File: src/ifd_pkg.sv
// Shared types, codes and the field length table of the ISO 8583 field deframer.
`default_nettype none
package ifd_pkg;

  typedef struct packed {
    logic [7:0] data_byte;
    logic       last_byte;
  } ifd_in_t;

  typedef struct packed {
    logic [7:0] field_number;
    logic [7:0] out_byte;
    logic       field_last;
    logic       message_end;
    logic       empty_field;
    logic [1:0] error_code;
  } ifd_out_t;

  // Byte classes from the front end
  localparam logic [1:0] KIND_MTI    = 2'd0;
  localparam logic [1:0] KIND_BITMAP = 2'd1;
  localparam logic [1:0] KIND_BODY   = 2'd2;

  typedef struct packed {
    logic [1:0] kind;
    logic       done;
    logic [7:0] data_byte;
    logic       last_byte;
    logic [3:0] idx;
  } ifd_tok_t;

  localparam logic [1:0] ERR_OK    = 2'd0;
  localparam logic [1:0] ERR_SHORT = 2'd1;
  localparam logic [1:0] ERR_UNSUP = 2'd2;
  localparam logic [1:0] ERR_DIGIT = 2'd3;

  localparam logic [7:0] ASCII_ZERO = 8'h30;
  localparam logic [7:0] ASCII_NINE = 8'h39;

  localparam int MTI_BYTES = 4;

  // len holds the fixed byte count, or the number of prefix digits when is_var
  typedef struct packed {
    logic       supported;
    logic       is_var;
    logic [4:0] len;
  } ifd_fkind_t;

  function automatic ifd_fkind_t field_kind(input logic [7:0] n);
    ifd_fkind_t k;
    k = '0;
    case (n)
      8'd2:    k = '{supported: 1'b1, is_var: 1'b1, len: 5'd2};
      8'd3:    k = '{supported: 1'b1, is_var: 1'b0, len: 5'd6};
      8'd7:    k = '{supported: 1'b1, is_var: 1'b0, len: 5'd10};
      8'd11:   k = '{supported: 1'b1, is_var: 1'b0, len: 5'd6};
      8'd12:   k = '{supported: 1'b1, is_var: 1'b0, len: 5'd6};
      8'd13:   k = '{supported: 1'b1, is_var: 1'b0, len: 5'd4};
      8'd14:   k = '{supported: 1'b1, is_var: 1'b0, len: 5'd4};
      8'd22:   k = '{supported: 1'b1, is_var: 1'b0, len: 5'd3};
      8'd24:   k = '{supported: 1'b1, is_var: 1'b0, len: 5'd3};
      8'd25:   k = '{supported: 1'b1, is_var: 1'b0, len: 5'd2};
      8'd35:   k = '{supported: 1'b1, is_var: 1'b1, len: 5'd2};
      8'd41:   k = '{supported: 1'b1, is_var: 1'b0, len: 5'd8};
      8'd42:   k = '{supported: 1'b1, is_var: 1'b0, len: 5'd15};
      8'd48:   k = '{supported: 1'b1, is_var: 1'b1, len: 5'd3};
      8'd49:   k = '{supported: 1'b1, is_var: 1'b0, len: 5'd3};
      8'd52:   k = '{supported: 1'b1, is_var: 1'b0, len: 5'd16};
      8'd53:   k = '{supported: 1'b1, is_var: 1'b0, len: 5'd16};
      8'd64:   k = '{supported: 1'b1, is_var: 1'b0, len: 5'd16};
      default: k = '0;
    endcase
    return k;
  endfunction

endpackage
`default_nettype wire

File: src/ifd_fifo.sv
// Small register queue with full and empty flags.
`default_nettype none
module ifd_fifo #(
  parameter int WIDTH = 8,
  parameter int DEPTH = 4
) (
  input  wire logic             clk,
  input  wire logic             rst,
  input  wire logic             wr_en,
  input  wire logic [WIDTH-1:0] wr_data,
  output logic                  full,
  input  wire logic             rd_en,
  output logic      [WIDTH-1:0] rd_data,
  output logic                  empty
);
  localparam int AW = $clog2(DEPTH);
  localparam logic [AW:0] FULL_CNT = (AW + 1)'(DEPTH);

  logic [WIDTH-1:0] mem [DEPTH];
  logic [AW-1:0]    wr_ptr;
  logic [AW-1:0]    rd_ptr;
  logic [AW:0]      count;
  logic             do_wr;
  logic             do_rd;

  assign full  = (count == FULL_CNT);
  assign empty = (count == '0);
  assign do_wr = wr_en && !full;
  assign do_rd = rd_en && !empty;
  assign rd_data = mem[rd_ptr];

  always_ff @(posedge clk) begin
    if (do_wr) begin
      mem[wr_ptr] <= wr_data;
    end
  end

  always_ff @(posedge clk) begin
    if (rst) begin
      wr_ptr <= '0;
      rd_ptr <= '0;
      count  <= '0;
    end else begin
      if (do_wr) begin
        wr_ptr <= wr_ptr + 1'b1;
      end
      if (do_rd) begin
        rd_ptr <= rd_ptr + 1'b1;
      end
      if (do_wr && !do_rd) begin
        count <= count + 1'b1;
      end else if (do_rd && !do_wr) begin
        count <= count - 1'b1;
      end
    end
  end
endmodule
`default_nettype wire

File: src/ifd_front.sv
// Front end: frames each message and classifies bytes as MTI, bitmap or body.
`default_nettype none
module ifd_front
  import ifd_pkg::*;
#(
  parameter int BITMAP_BITS = 128
) (
  input  wire logic     clk,
  input  wire logic     rst,
  input  wire logic     push,
  input  wire logic     full,
  input  wire ifd_in_t  item,
  output logic          tok_push,
  output ifd_tok_t      tok
);
  localparam logic [1:0] FR_MTI    = 2'd0;
  localparam logic [1:0] FR_BITMAP = 2'd1;
  localparam logic [1:0] FR_BODY   = 2'd2;
  localparam logic       SEC_OK    = (BITMAP_BITS > 64);
  localparam logic [3:0] MTI_LAST  = 4'(MTI_BYTES - 1);

  logic [1:0] phase;
  logic [1:0] phase_next;
  logic [3:0] cnt;
  logic [3:0] cnt_next;
  logic       sec;
  logic       sec_next;
  logic       accept;

  assign accept   = push && !full;
  assign tok_push = accept;

  always_comb begin
    phase_next    = phase;
    cnt_next      = cnt;
    sec_next      = sec;
    tok           = '0;
    tok.data_byte = item.data_byte;
    tok.last_byte = item.last_byte;
    tok.idx       = cnt;
    case (phase)
      FR_MTI: begin
        tok.kind = KIND_MTI;
        tok.done = (cnt == MTI_LAST);
        cnt_next = cnt + 4'd1;
        if (tok.done) begin
          phase_next = FR_BITMAP;
          cnt_next   = '0;
        end
      end
      FR_BITMAP: begin
        tok.kind = KIND_BITMAP;
        if (cnt == 4'd0) begin
          sec_next = item.data_byte[7];
        end
        tok.done = ((cnt == 4'd7) && !(SEC_OK && sec)) || (cnt == 4'd15);
        cnt_next = cnt + 4'd1;
        if (tok.done) begin
          phase_next = FR_BODY;
          cnt_next   = '0;
        end
      end
      default: begin
        tok.kind = KIND_BODY;
      end
    endcase
    // A message always ends on its flagged byte
    if (item.last_byte) begin
      phase_next = FR_MTI;
      cnt_next   = '0;
    end
  end

  always_ff @(posedge clk) begin
    if (rst) begin
      phase <= FR_MTI;
      cnt   <= '0;
      sec   <= 1'b0;
    end else if (accept) begin
      phase <= phase_next;
      cnt   <= cnt_next;
      sec   <= sec_next;
    end
  end
endmodule
`default_nettype wire

File: src/ifd_back.sv
// Back end: holds the bitmap, walks set bits and cuts fields into tagged results.
`default_nettype none
module ifd_back
  import ifd_pkg::*;
#(
  parameter int BITMAP_BITS = 128
) (
  input  wire logic     clk,
  input  wire logic     rst,
  input  wire ifd_tok_t tok,
  input  wire logic     tok_avail,
  output logic          tok_take,
  input  wire logic     res_room,
  output logic          res_push,
  output ifd_out_t      res
);
  localparam logic [1:0] PH_PREFIX = 2'd0;
  localparam logic [1:0] PH_DATA   = 2'd1;
  localparam logic [1:0] PH_IDLE   = 2'd2;

  logic [1:0]             phase;
  logic [1:0]             phase_next;
  logic [7:0]             cur;
  logic [7:0]             cur_next;
  logic [9:0]             rem;
  logic [9:0]             rem_next;
  logic [1:0]             left;
  logic [1:0]             left_next;
  logic [BITMAP_BITS:1]   pending;
  logic [BITMAP_BITS:1]   pending_next;
  logic [BITMAP_BITS:1]   pend_cur;

  logic       found;
  logic [7:0] nxt;
  ifd_fkind_t fk;
  logic       res_valid;
  logic       do_after;
  logic       digit_ok;
  logic [9:0] rem_calc;
  logic [9:0] rem_dec;

  assign tok_take = tok_avail && res_room;
  assign res_push = tok_take && res_valid;

  // Merge the arriving bitmap byte; bit 1 only flags the secondary map
  always_comb begin
    pend_cur = pending;
    if (tok.kind == KIND_BITMAP) begin
      for (int f = 2; f <= BITMAP_BITS; f++) begin
        if (4'((f - 1) / 8) == tok.idx) begin
          pend_cur[f] = tok.data_byte[7 - ((f - 1) % 8)];
        end
      end
    end
  end

  // Lowest numbered field still pending
  always_comb begin
    found = 1'b0;
    nxt   = '0;
    for (int f = BITMAP_BITS; f >= 2; f--) begin
      if (pend_cur[f]) begin
        found = 1'b1;
        nxt   = 8'(f);
      end
    end
  end

  assign fk       = field_kind(nxt);
  assign digit_ok = tok.data_byte inside {[ASCII_ZERO:ASCII_NINE]};
  assign rem_calc = {rem[6:0], 3'b000} + {rem[8:0], 1'b0} + {6'd0, tok.data_byte[3:0]};
  assign rem_dec  = (rem != '0) ? (rem - 10'd1) : rem;

  always_comb begin
    phase_next   = phase;
    cur_next     = cur;
    rem_next     = rem;
    left_next    = left;
    pending_next = pending;
    res          = '0;
    res_valid    = 1'b0;
    do_after     = 1'b0;
    case (tok.kind)
      KIND_MTI: begin
        res_valid        = 1'b1;
        res.out_byte     = tok.data_byte;
        res.field_last   = tok.done;
        res.error_code   = tok.last_byte ? ERR_SHORT : ERR_OK;
        pending_next     = '0;
      end
      KIND_BITMAP: begin
        res_valid        = 1'b1;
        res.field_number = 8'd1;
        res.out_byte     = tok.data_byte;
        res.field_last   = tok.done;
        pending_next     = pend_cur;
        if (tok.done) begin
          do_after = 1'b1;
        end else if (tok.last_byte) begin
          res.error_code = ERR_SHORT;
        end
      end
      KIND_BODY: begin
        res.field_number = cur;
        case (phase)
          PH_PREFIX: begin
            if (!digit_ok) begin
              res_valid      = 1'b1;
              res.error_code = ERR_DIGIT;
              phase_next     = PH_IDLE;
            end else begin
              rem_next  = rem_calc;
              left_next = left - 2'd1;
              if (left_next != '0) begin
                if (tok.last_byte) begin
                  res_valid      = 1'b1;
                  res.error_code = ERR_SHORT;
                end
              end else if (rem_calc == '0) begin
                res_valid       = 1'b1;
                res.field_last  = 1'b1;
                res.empty_field = 1'b1;
                do_after        = 1'b1;
              end else begin
                phase_next = PH_DATA;
                if (tok.last_byte) begin
                  res_valid      = 1'b1;
                  res.error_code = ERR_SHORT;
                end
              end
            end
          end
          PH_DATA: begin
            res_valid    = 1'b1;
            res.out_byte = tok.data_byte;
            rem_next     = rem_dec;
            if (rem_dec == '0) begin
              res.field_last = 1'b1;
              do_after       = 1'b1;
            end else if (tok.last_byte) begin
              res.error_code = ERR_SHORT;
            end
          end
          default: begin
            res_valid = 1'b0;
          end
        endcase
      end
      default: begin
        res_valid = 1'b0;
      end
    endcase

    // Step to the next selected field once the current one completes
    if (do_after) begin
      if (!found) begin
        res.message_end = 1'b1;
        phase_next      = PH_IDLE;
      end else if (!fk.supported) begin
        res.error_code = ERR_UNSUP;
        cur_next       = nxt;
        phase_next     = PH_IDLE;
      end else begin
        cur_next = nxt;
        for (int f = 2; f <= BITMAP_BITS; f++) begin
          if (nxt == 8'(f)) begin
            pending_next[f] = 1'b0;
          end
        end
        if (fk.is_var) begin
          phase_next = PH_PREFIX;
          left_next  = fk.len[1:0];
          rem_next   = '0;
        end else begin
          phase_next = PH_DATA;
          rem_next   = {5'd0, fk.len};
        end
        if (tok.last_byte) begin
          res.error_code = ERR_SHORT;
        end
      end
    end
  end

  always_ff @(posedge clk) begin
    if (rst) begin
      phase   <= PH_IDLE;
      cur     <= '0;
      rem     <= '0;
      left    <= '0;
      pending <= '0;
    end else if (tok_take) begin
      phase   <= phase_next;
      cur     <= cur_next;
      rem     <= rem_next;
      left    <= left_next;
      pending <= pending_next;
    end
  end
endmodule
`default_nettype wire

File: src/iso8583_field_deframer.sv
// ISO 8583 field deframer: splits a raw message byte stream into field-tagged bytes.
// Input channel: present a byte on item with push high; it is taken on any clock
// edge where full is low. item.last_byte marks the final byte of a message and the
// next byte taken starts a new message at the MTI.
// Result channel: while empty is low, result holds the oldest result; raise pop to
// take it. Each byte gives at most one result; a length prefix digit gives one only
// for an error or empty field; bytes after the final field or an error give none.
// Path: a taken byte is classified by the front and registered in a 4-entry
// middle queue; the back field walker then registers its result in a 4-entry
// result queue, from which it can be popped.
// Throughput: one byte per cycle sustained while full is low; the back stage handles
// one queued byte per cycle while the result queue has room, bounded by the priority
// encoder that finds the next set bitmap bit and the field length lookup behind it.
// Reset (rst, synchronous): both queues empty, parser waits for an MTI.
// When the receiver stops popping, the result queue fills, the back stage holds,
// the middle queue fills and full rises; nothing is dropped.
`default_nettype none
module iso8583_field_deframer
  import ifd_pkg::*;
#(
  parameter int BITMAP_BITS = 128
) (
  input  wire logic     clk,
  input  wire logic     rst,
  input  wire logic     push,
  output logic          full,
  input  wire ifd_in_t  item,
  output logic          empty,
  input  wire logic     pop,
  output ifd_out_t      result
);
  localparam int QDEPTH = 4;

  ifd_tok_t front_tok;
  logic     front_push;
  ifd_tok_t mid_tok;
  logic     mid_empty;
  logic     mid_take;
  logic     out_full;
  logic     res_push;
  ifd_out_t res;
  logic [$bits(ifd_tok_t)-1:0] mid_rd;
  logic [$bits(ifd_out_t)-1:0] out_rd;

  ifd_front #(.BITMAP_BITS(BITMAP_BITS)) u_front (
    .clk      (clk),
    .rst      (rst),
    .push     (push),
    .full     (full),
    .item     (item),
    .tok_push (front_push),
    .tok      (front_tok)
  );

  ifd_fifo #(.WIDTH($bits(ifd_tok_t)), .DEPTH(QDEPTH)) u_mid_q (
    .clk     (clk),
    .rst     (rst),
    .wr_en   (front_push),
    .wr_data (front_tok),
    .full    (full),
    .rd_en   (mid_take),
    .rd_data (mid_rd),
    .empty   (mid_empty)
  );

  assign mid_tok = ifd_tok_t'(mid_rd);

  ifd_back #(.BITMAP_BITS(BITMAP_BITS)) u_back (
    .clk       (clk),
    .rst       (rst),
    .tok       (mid_tok),
    .tok_avail (!mid_empty),
    .tok_take  (mid_take),
    .res_room  (!out_full),
    .res_push  (res_push),
    .res       (res)
  );

  ifd_fifo #(.WIDTH($bits(ifd_out_t)), .DEPTH(QDEPTH)) u_out_q (
    .clk     (clk),
    .rst     (rst),
    .wr_en   (res_push),
    .wr_data (res),
    .full    (out_full),
    .rd_en   (pop),
    .rd_data (out_rd),
    .empty   (empty)
  );

  assign result = ifd_out_t'(out_rd);

  a_no_result_overflow: assert property (@(posedge clk) disable iff (rst)
    res_push |-> !out_full)
    else $error("result written into a full result queue");

  a_accept_reaches_queue: assert property (@(posedge clk) disable iff (rst)
    (push && !full) |=> !mid_empty)
    else $error("accepted byte missing from middle queue");

  a_end_closes_field: assert property (@(posedge clk) disable iff (rst)
    (!empty && (result.message_end || result.error_code == ERR_UNSUP))
      |-> result.field_last)
    else $error("message end or unsupported field without field completion");

  a_empty_field_no_byte: assert property (@(posedge clk) disable iff (rst)
    (!empty && result.empty_field) |-> (result.field_last && result.out_byte == 8'd0))
    else $error("empty field result carries a byte");
endmodule
`default_nettype wire
File: config.mk
export PLATFORM = sky130hd
export DESIGN_NAME = iso8583_field_deframer
export DESIGN_NICKNAME = d
export VERILOG_FILES = /design/src/ifd_pkg.sv /design/src/ifd_fifo.sv /design/src/ifd_front.sv /design/src/ifd_back.sv /design/src/iso8583_field_deframer.sv
export SDC_FILE = /design/constraint.sdc
export NUM_CORES = 1
export LEC_CHECK = 0
export BUFFER_PORTS_ARGS = -buffer_cell sky130_fd_sc_hd__buf_2
export CAP_MARGIN = 20
export CELL_PAD_IN_SITES_DETAIL_PLACEMENT = 0
export CELL_PAD_IN_SITES_GLOBAL_PLACEMENT = 1
export CORE_MARGIN = 4
export CORE_UTILIZATION = 45
export DETAILED_ROUTE_END_ITERATION = 7
export PLACE_DENSITY = 0.81
export SYNTH_ARGS = -nofsm -noshare
export SYNTH_HDL_FRONTEND = slang
export SYNTH_HIERARCHICAL = 1
export SYNTH_SLANG_ARGS = --single-unit
File: constraint.sdc
create_clock -name clk -period 5.06 [get_ports clk]
set_input_delay 1.012 -clock clk [delete_from_list [all_inputs] [get_ports clk]]
set_output_delay 1.012 -clock clk [all_outputs]
set_load 0.1 [all_outputs]
Word-level counts from Yosys, hierarchy flattened
Memories as Yosys holds them, arrays and structs flattened. A register that Yosys moved wholly into a read port is not among the register bits.
Cells that the tools add are included.
{"block": "word_totals", "out_inout_bits": 23, "latchBits": 0, "wordCells": 828, "input_bits": 13, "register_bits": 170, "rom_bits": 0, "mem_bits_rw": 148, "n_memories": 2}
{"memory": "u_out_q.mem", "words": 4, "width": 21, "rd": 1, "rd_clocked_by_memory_dff": 1, "wr": 1, "line": "ifd_fifo.sv:19", "rtl": "logic [WIDTH-1:0] mem [DEPTH];"}
{"memory": "u_mid_q.mem", "words": 4, "width": 16, "rd": 1, "rd_clocked_by_memory_dff": 1, "wr": 1, "line": "ifd_fifo.sv:19"}
{"block": "classes", "n_eq_ne": 155, "shifts": 0, "n_lt_le_gt_ge": 2, "div_mod_pow": 0, "n_reduce_logical": 50, "n_addsub": 13, "bitwise_logic": 0, "n_mul": 0, "n_mux": 592}
{"op": "$mux 8", "n": 128}
{"op": "$eq 8x7->1 const B", "n": 64}
{"op": "$mux 127", "n": 4}
{"op": "$mux 1", "n": 401}
{"op": "$eq 8x6->1 const B", "n": 32}
{"op": "$pmux 128 s2", "n": 1}
{"op": "$eq 8x5->1 const B", "n": 16}
{"op": "$pmux 7 s10", "n": 1}
{"op": "$eq 8x4->1 const B", "n": 8}
{"op": "$mux 10", "n": 6}
{"op": "$mux 2", "n": 30}
{"op": "$eq 4x4->1 const A", "n": 8}
{"op": "$eq 8x3->1 const B", "n": 4}
{"op": "$logic_not 10->1", "n": 2}
{"op": "$pmux 10 s2", "n": 1}
{"op": "$pmux 9 s2", "n": 1}
{"op": "$eq 3x4->1 const A", "n": 4}
{"op": "$eq 8x2->1 const B", "n": 2}
{"op": "$pmux 8 s2", "n": 1}
{"op": "$logic_and 1x1->1", "n": 13}
{"op": "$mux 3", "n": 4}
{"op": "$mux 4", "n": 3}
{"op": "$ne 3x2->1 const B", "n": 4}
{"op": "$pmux 2 s2", "n": 3}
{"op": "37 further kinds", "n": 71}

Longest topological paths before layout
Gate-level depths: netlist of the first run.
{"block": "logic_depth", "ltp_word": 137, "mapped_depth": 25, "depth_no_buf": 23}

By module
Netlist of the first run, hierarchy kept.
{"mod": "ifd_back", "seq_area_each_um2": 2982.9, "area_per_inst_um2": 11489.8, "cells_each": 1620, "instances": 1}
{"mod": "ifd_fifo at u_out_q", "seq_area_each_um2": 2702.6, "area_per_inst_um2": 3498.4, "cells_each": 157, "instances": 1}
{"mod": "ifd_fifo at u_mid_q", "seq_area_each_um2": 2102.0, "area_per_inst_um2": 2793.9, "cells_each": 132, "instances": 1}
{"mod": "ifd_front", "seq_area_each_um2": 140.1, "area_per_inst_um2": 495.5, "cells_each": 59, "instances": 1}
{"mod": "iso8583_field_deframer", "seq_area_each_um2": 0.0, "area_per_inst_um2": 7.5, "cells_each": 2, "instances": 1}

Worst setup path before layout of the first run
No wires, ideal clock.
{"block": "synth_path", "path_type": "register to register", "start": "register (tool-made name)", "end": "register u_out_q.count[2]", "period_less_slack_ps": 5414, "path_buffers": 2, "t_arrival_ps": 5344, "stages_incl_launch_ff": 24, "setup_slack_ps": -354, "required_time_ps": 4990, "setup_ps": 70, "cell_sequence": "dfxtp_1 buf_6 buf_12 mux4_2 fa_1 ha_1 a21o_1 a21oi_1 o21ai_0 a2111oi_0 o21ai_0 a221oi_1 nand3_1 a31oi_1 nor3_1 nor3_1 inv_1 nor2_2 ha_1 inv_1 fa_1 xor2_1 or3_1 a21oi_1"}
{"element": "end signal: assignment", "line": "ifd_fifo.sv:51", "rtl": "count <= count + 1'b1;"}
{"element": "end signal: assignment", "line": "ifd_fifo.sv:53", "rtl": "count <= count - 1'b1;"}
{"element": "end: declaration", "line": "ifd_fifo.sv:22", "rtl": "logic [AW:0] count;"}

==> load_flow_metrics.sql, run 1 <==
INSERT INTO impl_metrics (metric_group, metric, value, unit) VALUES
('power', 'power.share.combinational', '0.603', ''),
('power', 'power_frac_clock', '0.173', ''),
('global_routing', 'grt_usage', '0.296', ''),
('power', 'static-leakage-power', '9.24', 'nW'),
('setup_path', 'timing.critical_path.required', '5.47', 'ns'),
('detailed_routing', 'top_layer_used', 'met5', ''),
('detailed_routing', 'detailed_routed_wire_length_on_met2', '31600', 'µm'),
('place', 'placement.setup.worst_slack', '-0.568', 'ns'),
('finish', 'drive_above_1_share', '0.324', ''),
('power', 'swShare', '0.454', ''),
('synthesis', 'synth_sequential_area_ratio', '0.434', ''),
('synthesis', 'synthTopCellsByArea', 'edfxtp_1 (24%), dfxtp_1 (19%), nor2_1 (5.7%), a22oi_1 (4.7%), mux4_2 (4.6%)', ''),
('sta', 'timing.final.hold_violations', '0', ''),
('global_routing', 'grt_first_pass_wirelength', '103000', 'µm'),
('clock_tree', 'tritoncts', 'yes', ''),
('synthesis', 'syn-mean-instance-area', '9.28', 'µm²'),
('setup_path', 'worstPathMaxFanout', '14', ''),
('synthesis', 'yosys_register_bits', '322', ''),
('die', 'fp.dieW', '210', 'µm'),
('global_routing', 'first_global_vias', '17679', ''),
('place', 'routabilityCongestion', '1.09', ''),
('die', 'row_count', '73', ''),
('sta', 'worst_slack', '-0.129', 'ns'),
('finish', 'diodes', '0', ''),
('sta', 'holdWs', '0.452', 'ns'),
('synthesis', 'synth_warnings', '6', ''),
('synthesis', 'ys_types', '100', ''),
('clock_tree', 'cts_root_buffer', 'clkbuf_16', ''),
('setup_path', 'timing.setup.critical_path_class', 'flip-flop to flip-flop', ''),
('clock_tree', 'cts_max_level', '2', ''),
('power', 'overall_power_after_layout', '14.1', 'mW'),
('status', 'failed_checks', 'negative setup slack', ''),
('die', 'die_area', '43900', 'µm²'),
('detailed_routing', 'drc_errors', '0', ''),
('place', 'io_buffer_count', '35', ''),
('finish', 'flow.area_growth_from_synthesis', '33.8', '%'),
('power', 'pwr_dens', '575', 'nW/µm²'),
('detailed_routing', 'antenna_violating_nets_post_route', '0', ''),
('synthesis', 'async_reset_ff_frac', '0', ''),
('die', 'vertical_die_dimension', '210', 'µm'),
('sta', 'rsz0062_at_grt', 'true', ''),
('worst_hold_path', 'holdCritPathClass', 'flip-flop to flip-flop', ''),
('synthesis', 'synth_edf_count', '148', ''),
('synthesis', 'synth_nets', '2019', ''),
('setup_path', 'critical_path.startpoint_type', 'flip-flop', ''),
('global_routing', 'grt_start_max_net_pins', '122', ''),
('setup_path', 'setup.worst_path.end_class', 'flip-flop', ''),
('die', 'top_level_ports', '36', ''),
('sta', 'max_transition_margin', '0.321', ''),
('power', 'power.internal', '7.68', 'mW'),
('run', 'max_cap_violations', '0', ''),
('die', 'core', '39900', 'µm²'),
('clock_tree', 'cts-root-to-sink-buffers', '3', ''),
('detailed_routing', 'routed_via_density', '6.33', ''),
('sta', 'drv_slew', '0', ''),
('synthesis', 'yosysTopAreaCell', 'edfxtp_1', ''),
('detailed_routing', 'drt-pass1-iter-count', '6', ''),
('detailed_routing', 'routed_wirelength', '68800', 'µm'),
('sta', 'timing.final.setup_violations', '23', ''),
('die', 'initial_utilization', '0.458', ''),
('status', 'run_status', 'finished, violations left', ''),
('sta', 'fmax', '193', 'MHz'),
('clock_tree', 'cts.clk_slew.worst_paths', '0.06', 'ns'),
('place', 'dpl.hpwl', '50000', 'µm'),
('setup_path', 'cp.arrival', '5.60', 'ns'),
('detailed_routing', 'wl_met1', '28200', 'µm'),
('sta', 'timing.final.crit_period', '5.19', 'ns'),
('clock_tree', 'clock_latency', '0.57', 'ns'),
('detailed_routing', 'route.vias.total', '18458', ''),
('power', 'seq_power_share', '0.224', ''),
('clock_tree', 'clock-sinks', '322', '');
-- synth_stat cells, types with 11 or more instances --
master,instances
nor2_1,279
dfxtp_1,174
edfxtp_1,148
o21ai_0,135
a22oi_1,114
a21oi_1,97
nand2_1,96
clkbuf_1,76
nand3_1,74
inv_1,58
nor3_1,54
mux4_2,37
nand4_1,34
ha_1,32
and2_1,31
buf_2,29
o211ai_1,26
a31oi_1,25
nand2b_1,24
nor4_1,23
or3_1,20
and3_1,19
nor2b_1,19
o21ai_1,17
o22ai_1,17
a221oi_1,15
a211oi_1,12
buf_4,12
mux2i_1,12
a2111oi_0,11
a22o_1,11
o221ai_1,11
xor2_1,11
-- power by group through the flow --
stage / Clock, mW / Sequential [mW] / Combinational (mW)
floorplan: 0 / 3.14 / 3.91
global placement: 0 / 3.18 / 7.17
detailed placement: 0 / 3.20 / 7.21
CTS: 2.49 / 3.15 / 7.54
global route: 2.60 / 3.17 / 8.82
finish: 2.44 / 3.15 / 8.47
-- state kept, by name, indices dropped and copies added, names as in the netlist, named ones only --
| signal | flops |
|---|---|
| u_back/pending | 127 |
| u_out_q/mem | 84 |
| u_mid_q/mem | 64 |
| u_back/rem | 10 |
| u_back/cur | 8 |
| u_front/cnt | 4 |
| u_mid_q/count | 3 |
| u_out_q/count | 3 |
| u_back/left | 2 |
| u_back/phase | 2 |
| u_front/phase | 2 |
| u_mid_q/rd_ptr | 2 |
| u_mid_q/wr_ptr | 2 |
| u_out_q/rd_ptr | 2 |
| u_out_q/wr_ptr | 2 |
| u_front/sec | 1 |
-- path summary, 6_finish.rpt --
check,cells after the start,slack (ns),startpoint,end
max reg2reg,24,-0.13,flip-flop,u_back/rem[3]$_SDFFE_PP0P_
min reg2reg,2,0.45,u_back/cur[5]$_SDFFE_PP0P_,u_back/cur[5]$_SDFFE_PP0P_
max,24,-0.13,flip-flop,u_back/rem[3]$_SDFFE_PP0P_
min,2,0.45,u_back/cur[5]$_SDFFE_PP0P_,u_back/cur[5]$_SDFFE_PP0P_
-- cell type report --
cell class,count,area [µm²]
inverter,59,221
clock inverter,18,186
fill,3324,15400
clock buffer,44,908
tap,525,657
timing repair buffer,490,3980
sequential,322,7930
multi-input combinational,1460,10600
-- metal layers --
layer / up-vias / GRT usage
met1: 8975 / 0.396
met3: 230 / 0.0629
met2: 931 / 0.476
li1: 8320 / -
met4: 2 / 0.108
met5: - / 0
-- cells in the final DEF, fill, tap and decap left out, types with 34 or more instances in the layout --
cell type    n
mux4_2      37
a22oi_1    112
buf_2       35
o21ai_0     96
nor2_1     271
dfxtp_1    173
o21ai_1     39
clkbuf_16   37
nand4_1     34
edfxtp_1   148
nor3_1      36
a21oi_1     87
inv_1       55
nand3_1     63
buf_4      401
nand2_1     92
-- repair_timing --
| item | 4_1_cts | 5_1_grt |
|---|---|---|
| buffers inserted | 14 | 38 |
| resized for setup | 87 | 189 |
| cloned | 2 | 4 |
| pin swaps | 30 | 96 |
| endpoints found under the setup margin | 44 | 128 |
-- through the flow --
step | utilization | instances | cell area, µm²
2_1_floorplan | - | 1970 | 18300
3_3_place_gp | 0.544 | 2798 | 21700
3_5_place_dp | 0.544 | 2798 | 21700
4_1_cts | 0.582 | 2876 | 23200
5_1_grt | 0.613 | 2918 | 24500
6_report | 0.613 | 2918 | 24500
-- critical path, stage by stage, from the launching register on --
cell	delay, ns
dfxtp_4	0.36
buf_6	0.12
mux4_2	0.51
inv_2	0.10
ha_4	0.17
buf_12	0.13
nand3b_4	0.21
o21ai_1	0.31
buf_4	0.17
and2_1	0.15
nand4_1	0.19
a2111o_1	0.52
a31oi_1	0.18
o21ai_1	0.09
buf_4	0.16
o21ai_4	0.16
buf_6	0.12
and3b_1	0.20
buf_6	0.13
o31ai_4	0.31
nand3_4	0.18
buf_8	0.18
buf_12	0.12
a31oi_1	0.15
o2bb2ai_1	0.11
-- logic make-up after synthesis --
| family | synth area share |
|---|---|
| fa+ha+maj | 0.0263 |
| compound gates | 0.223 |
| xor+xnor | 0.00718 |
| simple gates | 0.210 |
| mux | 0.0540 |
| buf+inv | 0.0466 |
| flops | 0.434 |
Note: power is estimated with default switching activity, not from simulation.
==> run 2, diff against run 1 <==
- BUFFER_PORTS_ARGS: -buffer_cell sky130_fd_sc_hd__buf_2 -> not set
- CORE_UTILIZATION: 45 -> 46
- DONT_BUFFER_PORTS: not set -> 1
==> run 2 against run 1 <==
The flow still finishes with violations (negative setup slack); sequential share of layout area rose by 0.79 points; routed wire length grew 1.5%; clock power is 2% higher; non-clock buffer count decreased by 47; total power down 1.3%; count of clock-buffer cells in the layout is 1 lower; first-iteration DRC count down 24%; global-route usage is 1.2 points higher; critical path type unchanged; largest cell class unchanged.
==> load_flow_metrics.sql, run 2 (same netlist as run 1, synthesis figures left out) <==
INSERT INTO impl_metrics (metric_group, metric, value, unit) VALUES
('finish', 'diodes', '0', ''),
('sta', 'fin_crit_sh', '1.01', ''),
('global_routing', 'gr-max-usage-layer', 'met2', ''),
('die', 'row_count', '72', ''),
('clock_tree', 'cts-root-to-sink-buffers', '3', ''),
('setup_path', 'cp_common_cell', 'buf_4', ''),
('clock_tree', 'cts_root_buffer', 'clkbuf_16', ''),
('die', 'fp.dieW', '207', 'µm'),
('setup_path', 'timing.critical_path.required', '5.36', 'ns'),
('power', 'ir_worst_vdd', '341', 'µV'),
('status', 'failed_checks', 'negative setup slack', ''),
('die', 'die_area', '43000', 'µm²'),
('setup_path', 'timing.setup.critical_path_class', 'flip-flop to flip-flop', ''),
('power', 'pwr_dens', '581', 'nW/µm²'),
('sta', 'timing.final.setup_violations', '9', ''),
('global_routing', 'grt_usage', '0.308', ''),
('worst_hold_path', 'hp-start', 'u_back/cur[5]$_SDFFE_PP0P_', ''),
('power', 'static-leakage-power', '8.94', 'nW'),
('finish', 'drive_above_1_share', '0.295', ''),
('finish', 'finalNonFillerCells', '2862', ''),
('sta', 'worst_slack', '-0.0616', 'ns'),
('finish', 'largest_reg_flops', '127', ''),
('clock_tree', 'tritoncts', 'yes', ''),
('sta', 'fmax', '195', 'MHz'),
('sta', 'max_transition_margin', '0.382', ''),
('die', 'top_level_ports', '36', ''),
('detailed_routing', 'average_wire_length_per_cell_after_detail_routing', '24.4', 'µm'),
('detailed_routing', 'drt-pass1-iter-count', '6', ''),
('clock_tree', 'clock_latency', '0.56', 'ns'),
('finish', 'most_used_cells_in_the_layout_excluding_fill_and_tap_cells', 'buf_4 (405), nor2_1 (276), dfxtp_1 (173), edfxtp_1 (148), a22oi_1 (114)', ''),
('setup_path', 'critical-path-max-stage-delay', '0.56', 'ns'),
('detailed_routing', 'routed_via_density', '6.34', ''),
('detailed_routing', 'routed_wirelength', '69900', 'µm'),
('run', 'max_cap_violations', '0', ''),
('die', 'initial_utilization', '0.469', ''),
('place', 'placement.cell_area', '21500', 'µm²'),
('global_routing', 'initial_antenna_violation_count', '0', ''),
('finish', 'final_core_utilization', '0.612', ''),
('clock_tree', 'cts_inserted_buffers', '34', ''),
('sta', 'holdWs', '0.452', 'ns'),
('finish', 'flow.area_growth_from_synthesis', '30.6', '%'),
('finish', 'largest-register', 'u_back/pending', ''),
('place', 'dpl.cell_count', '2751', ''),
('finish', 'layout.cells.most_common', 'buf_4', ''),
('global_routing', 'global_route.usage.met1', '0.409', ''),
('setup_path', 'setup.worst_path.end_class', 'flip-flop', ''),
('setup_path', 'family_of_cells_with_the_greatest_summed_delay_on_the_critical_path', 'compound AO/OA/AOI/OAI gates', ''),
('finish', 'reg_top3', 'u_back/pending (127), u_out_q/mem (84), u_mid_q/mem (64)', ''),
('global_routing', 'grt_start_max_net_pins', '163', ''),
('global_routing', 'grt_first_pass_wirelength', '104000', 'µm'),
('setup_path', 'crit_path_top_delay_cell', 'mux4_2', ''),
('finish', 'fin_nets', '2370', ''),
('sta', 'tightest_slew', '0.926', 'ns'),
('global_routing', 'grt_use_met2', '0.506', ''),
('sta', 'final.setup_skew', '0.0175', 'ns'),
('finish', 'final_cell_area', '23900', 'µm²'),
('sta', 'rsz0062_at_grt', 'true', ''),
('setup_path', 'critical_path.startpoint_type', 'flip-flop', ''),
('place', 'routabilityCongestion', '1.04', ''),
('die', 'core', '39000', 'µm²'),
('setup_path', 'worstPathMaxFanout', '7', ''),
('global_routing', 'gr-total-overflow', '0', ''),
('detailed_routing', 'drt_first_iter_violations', '1695', ''),
('global_routing', 'first_global_vias', '17295', ''),
('detailed_routing', 'antenna_violating_nets_post_route', '0', ''),
('setup_path', 'cp.arrival', '5.42', 'ns'),
('sta', 'drv_slew', '0', ''),
('clock_tree', 'cts.clk_slew.worst_paths', '0.06', 'ns'),
('worst_hold_path', 'holdCritPathClass', 'flip-flop to flip-flop', ''),
('setup_path', 'number_of_buffers_and_inverters_on_the_critical_path', '7', ''),
('place', 'dpl.hpwl', '51400', 'µm'),
('global_routing', 'grtUsageMet3', '0.0592', ''),
('die', 'vertical_die_dimension', '207', 'µm'),
('setup_path', 'critical_path.cell_chain', 'mux4_2 > ha_4 > clkbuf_4 > and3b_2 > buf_4 > a2111oi_0 > buf_4 > a31oi_1 > o211ai_1 > a211oi_2 > a211oi_2 > o211ai_1 > buf_4 > buf_6 > and2_1 > a41oi_2 > buf_4 > and3_1 > nand3b_1 > nor2_1 > o41ai_2 > buf_4', ''),
('place', 'io_buffer_count', '0', ''),
('sta', 'timing.final.hold_violations', '0', ''),
('setup_path', 'r2r_setup_slack', '-0.06', 'ns'),
('detailed_routing', 'route.vias.total', '18132', ''),
('status', 'run_status', 'finished, violations left', ''),
('detailed_routing', 'drc_errors', '0', ''),
('sta', 'timing.final.crit_period', '5.12', 'ns'),
('clock_tree', 'cts_max_level', '2', ''),
('clock_tree', 'clock-sinks', '322', '');
[run 2: changes by cell type in the layout (fill, tap and decap cells not counted), moves of 5 or more]
cell | previous run | this run
nor2_1 | 271 | 276
o21ai_1 | 39 | 33
o21ai_0 | 96 | 108
nor3_4 | 7 | 2
buf_6 | 33 | 13
buf_2 | 35 | 0
nor3_1 | 36 | 43
[run 2: power breakdown]
part / switching, mW / internal [mW]
Combinational: 5.09 / 3.14
Sequential: 0.160 / 3.01
Clock: 1.05 / 1.42
Total: 6.30 / 7.57
[run 2: what timing repair did]
| item | 4_1_cts | 5_1_grt |
|---|---|---|
| gates resized for setup | 79 | 109 |
| hold buffers | 0 | 0 |
| pin swaps | 27 | 56 |
| setup endpoints to repair | 39 | 43 |
| buffers inserted | 27 | 21 |
| gates cloned | 2 | 4 |
[run 2: tightest hold or removal path, cell delays in order (launching register included)]
cell and delay (ns):
dfxtp_1 0.31, nand2_1 0.05, a21oi_1 0.05
[run 2: final cells by class]
cell class / count / area [µm²]
multi-input combinational: 1461 / 10300
fill: 3332 / 15100
timing repair buffer: 443 / 3680
tap: 518 / 648
clock inverter: 16 / 196
clock buffer: 43 / 925
inverter: 59 / 221
sequential: 322 / 7930
[run 2: path summary, 6_finish.rpt]
kind | to | depth (start not counted)
setup / recovery | u_out_q/mem[0][0]$_DFFE_PP_ | 22
hold / removal | u_back/cur[5]$_SDFFE_PP0P_ | 2
setup reg to reg | u_out_q/mem[0][0]$_DFFE_PP_ | 22
hold reg to reg | u_back/cur[5]$_SDFFE_PP0P_ | 2
[run 2: routing by layer]
metal | up-vias | wire [µm]
met3 | 158 | 5170
li1 | 8206 | -
met5 | - | 0
met4 | 0 | 2780
met1 | 8981 | 28900
met2 | 787 | 33000
[run 2: per-stage QoR]
stage | total power [mW] | worst slack (ns) | setup TNS [ns]
global route | 14.4 | -0.221 | -4.39
finish | 13.9 | -0.0616 | -0.349
global placement | 10.4 | -0.286 | -5.27
detailed placement | 10.4 | -0.362 | -9.05
floorplan | 7.05 | 0.0194 | 0
CTS | 13.3 | -0.00642 | -0.0331
